==> src/sv/rfpp_pkg.sv <==
`timescale 1ns / 1ps
// Shared types, codes and defaults for the rotated framebuffer pixel plotter.
// No dependencies; every other file of the block imports this package.
package rfpp_pkg;

   localparam int unsigned PHYS_WIDTH_DEF  = 792;
   localparam int unsigned PHYS_HEIGHT_DEF = 528;

   localparam int unsigned CFG_W    = 10;
   localparam int unsigned COORD_W  = 12;
   localparam int unsigned FUNC_W   = 3;
   localparam int unsigned PAT_W    = 2;
   localparam int unsigned BADDR_W  = 16;
   localparam int unsigned BYTE_W   = 8;
   localparam int unsigned APB_DW   = 32;
   localparam int unsigned APB_AW   = 3;

   localparam logic [CFG_W-1:0] LOGICAL_WIDTH_RST  = 10'd528;
   localparam logic [CFG_W-1:0] LOGICAL_HEIGHT_RST = 10'd792;

   // Operation codes.
   localparam logic [FUNC_W-1:0] FUNC_BLACK  = 3'd0;
   localparam logic [FUNC_W-1:0] FUNC_WHITE  = 3'd1;
   localparam logic [FUNC_W-1:0] FUNC_INVERT = 3'd2;
   localparam logic [FUNC_W-1:0] FUNC_RDBYTE = 3'd3;
   localparam logic [FUNC_W-1:0] FUNC_WRBYTE = 3'd4;

   // Register indexes, taken from paddr[2].
   localparam logic REG_LWIDTH  = 1'b0;
   localparam logic REG_LHEIGHT = 1'b1;

   localparam logic [BYTE_W-1:0] PIXEL_MSB = 8'h80;

   typedef struct packed {
      logic [CFG_W-1:0] logical_width;
      logic [CFG_W-1:0] logical_height;
   } cfg_type;

endpackage

==> src/sv/rfpp_csr.sv <==
`timescale 1ns / 1ps
// APB-style register file holding the logical clip width and height.
// Depends on rfpp_pkg for cfg_type and the register indexes.
module rfpp_csr (
   input  logic                      clock,
   input  logic                      reset,
   input  logic                      psel,
   input  logic                      penable,
   input  logic                      pwrite,
   input  logic [rfpp_pkg::APB_AW-1:0] paddr,
   input  logic [rfpp_pkg::APB_DW-1:0] pwdata,
   output logic [rfpp_pkg::APB_DW-1:0] prdata,
   output logic                      pready,
   output rfpp_pkg::cfg_type         cfg
);
   import rfpp_pkg::*;

   cfg_type cfg_ff, cfg_in;
   logic    wr_en;

   assign pready = 1'b1;
   assign wr_en  = psel && penable && pwrite;

   always_comb begin
      cfg_in = cfg_ff;
      if (wr_en) begin
         case (paddr[2])
            REG_LWIDTH:  cfg_in.logical_width  = pwdata[CFG_W-1:0];
            REG_LHEIGHT: cfg_in.logical_height = pwdata[CFG_W-1:0];
            default:     cfg_in = cfg_ff;
         endcase
      end
   end

   always_ff @(posedge clock) begin
      if (reset) begin
         cfg_ff.logical_width  <= LOGICAL_WIDTH_RST;
         cfg_ff.logical_height <= LOGICAL_HEIGHT_RST;
      end else begin
         cfg_ff <= cfg_in;
      end
   end

   always_comb begin
      case (paddr[2])
         REG_LWIDTH:  prdata = {(APB_DW-CFG_W)'(0), cfg_ff.logical_width};
         REG_LHEIGHT: prdata = {(APB_DW-CFG_W)'(0), cfg_ff.logical_height};
         default:     prdata = '0;
      endcase
   end

   assign cfg = cfg_ff;

endmodule

==> config.mk <==
export PLATFORM = sky130hd
export DESIGN_NAME = rfpp_csr
export DESIGN_NICKNAME = d
export VERILOG_FILES = /design/src/sv/rfpp_pkg.sv /design/src/sv/rfpp_csr.sv
export SDC_FILE = /design/constraint.sdc
export NUM_CORES = 1
export LEC_CHECK = 0
export BUFFER_PORTS_ARGS = -buffer_cell sky130_fd_sc_hd__buf_4
export CAP_MARGIN = 20
export CORE_MARGIN = 5
export CORE_UTILIZATION = 35
export DETAILED_ROUTE_END_ITERATION = 8
export GPL_TIMING_DRIVEN = 0
export PLACE_DENSITY = 0.73
export SLEW_MARGIN = 10
export SYNTH_ARGS = -nofsm -noshare
export SYNTH_HDL_FRONTEND = slang
export SYNTH_SLANG_ARGS = --single-unit
==> constraint.sdc <==
create_clock -name clock -period 0.8 [get_ports clock]
set_input_delay 0.12 -clock clock [delete_from_list [all_inputs] [get_ports clock]]
set_output_delay 0.12 -clock clock [all_outputs]
set_load 0.01 [all_outputs]
==> impl_results.md <==
* Result of the run: finished with violations
* Violations in the final reports: negative setup slack
* Worst reg2reg setup slack at -0.09 ns
* List of most frequent post-synthesis cells: sky130_fd_sc_hd__buf_4 (24), sky130_fd_sc_hd__nand2b_1 (22), sky130_fd_sc_hd__dfxtp_1 (20), sky130_fd_sc_hd__mux2i_1 (20)
* Delay of the slowest cell on the worst path at 0.36 ns
* Number of cells on the worst reg-to-reg path at 4
* Minimum setup slack after placement at -0.246 ns
* Final-report setup violation count at 33
* GRT Util Overall at approximately 17%
* DRC violation count after routing at 0
* Final period util at 153%
* Max Root-Sink Buffers at 2
* Antenna viol nets, final at 0
* CP Class: reg -> out
* Main area contributors after synthesis: sky130_fd_sc_hd__dfxtp_1 (35%), sky130_fd_sc_hd__mux2i_1 (18%), sky130_fd_sc_hd__buf_4 (16%)
* Endpoint class of the critical path: primary output
* Worst-skew pair later-pin latency at approximately 0.3 ns
* Register area share after synthesis at between 30% and 40%
* Power Total at between 2000 and 2500 µW
* WHS Path Cells at 3
* Terminating pin of the worst hold path: cfg[13]
* Total cell area at the placement stage at between 1500 and 2000 µm²
* Count of placed standard cells including taps at 227
* Full die area at between 4000 and 5000 µm²
* Clk_skew at 0 ns
* Final hold slack at around 0.085 ns
* Count of standard-cell rows at 20
* Number of port buffers at 45
* Number of flops mapped to enable cells by yosys at 0
* Detailed Place HPWL at around 2300 µm
* RSZ-0062 raised after global routing: true
* Most repeated cell in the gate-level netlist after synthesis: sky130_fd_sc_hd__buf_4
* Vias per cell at 4.26
* Clock buffer count from CTS at 3
* Total number of clock tree sinks at 20
* Die Y-Extent at 67.0 µm
* Post-synthesis average cell area at between 9 and 10 µm²
* Global-route congestion overflow total at 0
* Maximum vdd ir drop at ~0.001 V
* Final cell area excluding filler cells at about 2200 µm²
* Via total after detailed routing at approximately 1100
* Number of ports placed on the die boundary at slightly above 90
* Iteration count of the initial detailed-routing pass at 4
* Starting density of the core at between 30% and 40%
* Path type of the worst min-delay path: in -> reg
* Slowest stage cell on the critical path: sky130_fd_sc_hd__dfxtp_2
* Number of hold violations in the final report at 0
* Setup ws final at -0.421 ns
* Pwr Density at roughly 1100 nW/µm²
* Maximum number of pins on one net before global-route repair at 13
* DRC marker count from the first detailed-route iteration at 21
* Number of antenna violations at the first check in global routing at 0
* Synthesized cell area at between 1000 and 1500 µm²
* Max frequency at 819 MHz
* RD Place Congestion at ~0.66
* Area added between synthesis and finish at 94.2%
* Data arrival time of the worst path at 1.10 ns
* Number of distinct standard cells referenced by the synthesized netlist at 14
* Startpoint of the worst hold path: pwdata[3]
* Gate count after technology mapping at roughly 120
* Clk Tree Root Cell: sky130_fd_sc_hd__clkbuf_4
* First-pass GRT wire length at 5750 µm
* Final cell count without fillers at ~260
* CTS tree: done
* Area share of the leading cell type in the synthesized netlist at between 30% and 40%
* Max-cap check violation count at 0
* Die width at around 67 µm
* Maximum fanout along the worst path at 2
* H-Tree Depth at 1
* Required time worst endpoint at ~0.7 ns
* Number of flip-flops under the largest register name at 20
* Total of fill cells in the finished design at 226
* Clock transition time at the flip-flop clock pins of the worst setup and hold paths at 0.12 ns
* Terminus of the critical flop-to-flop path: cfg[14]
* Max Slew Vio Count at 0
* Number of global-route vias before repair at about 1300
* Cell leakage power at approximately 0.0011 µW
* Startpoint type of the worst setup path: register
* Total routed wirelength at around 3800 µm
* Post-synthesis register bit count at 20
* Cell type with the largest total area after synthesis: sky130_fd_sc_hd__dfxtp_1
* Routed length per placed instance at ~14 µm
* Antenna diode count at 0
* Warning count from the yosys run at 0
* Crit-path cells: mux2_2, buf_6
* Final min period at roughly 1.2 ns
* FFs w/ async S/R, synth at 0%
* Share of post-route cells with drive strength above 1 at 66.8%
* Placeable core region at between 3000 and 4000 µm²
* Launch point of the worst reg-to-reg path: cfg[14]
* Top flip-flop cell by instance count after synthesis: sky130_fd_sc_hd__dfxtp_1
* Final Net Count at 258
==> power by group <==
group	total (µW)	leakage, µW	internal [µW]	switching (µW)
combinational	579	0.000910	337	242
clock	831	0.0000279	506	325
sequential	1040	0.000166	1020	16.4
==> through the flow <==
stage	utilization, %	setup TNS, ns
2_1_floorplan	-	0
3_3_place_gp	52.4	-4.24
3_5_place_dp	52.4	-5.00
4_1_cts	66.7	-7.25
5_1_grt	71.8	-9.14
6_report	71.8	-7.87
==> worst max path at each step <==
stage | start | to | slack [ns] | cells past startpoint
final | cfg[4] | prdata[4] | -0.42 | 2
after global routing | cfg[4] | prdata[4] | -0.45 | 2
after CTS | cfg[16] | prdata[6] | -0.36 | 2
after detailed placement | paddr[2] | prdata[6] | -0.25 | 4
after global placement | paddr[2] | prdata[2] | -0.24 | 4
after floorplan | paddr[2] | prdata[0] | 0.05 | 2
==> worst max-delay path: cells and delay by family (launching register included) <==
family / cells / cell delay [ns]
buffers and inverters: 1 / 0.13
flip-flops: 1 / 0.36
multiplexers: 1 / 0.30
==> cell families (layout without fill, tap and decap cells) <==
family	after synthesis	count (layout)	synth area share, %
buf+inv	29	108	18.4
flops	20	20	35.2
mux	30	30	27.5
other cells	2	23	0.660
simple gates	36	36	18.4
==> final cells by class <==
type                            count  area (µm²)  share of cell area [%]
Buffer                             29         211                    9.56
Clock buffer                        3        22.5                    1.02
Clock inverter                      1        30.0                    1.36
Multi-Input combinational cell     89         689                    31.2
Sequential cell                    20         425                    19.2
Tap cell                           44        55.1                    2.49
Timing Repair Buffer               75         777                    35.1
==> placed cells by master (no fill, tap or decap), drive strengths merged <==
master,count
nand4,1
dfxtp,20
bufinv,1
nand4b,1
and4b,1
nand2b,22
clkbuf,5
conb,23
mux2i,20
and4,1
buf,102
nor2,10
mux2,10
==> repair_timing <==
action                     in CTS  in global routing
setup endpoints to repair      30                 36
hold buffers                    0                  0
buffers inserted               23                 14
pin swaps                       1                  2
resized for setup              71                 30
==> routing by layer <==
layer	vias up	track usage (%)	wire (µm)
met3	2	6.75	367
li1	541	-	-
met4	0	4.56	22
met2	46	30.6	1910
met1	523	17.5	1460
met5	-	0	0
(Power assumes the default switching activity.)
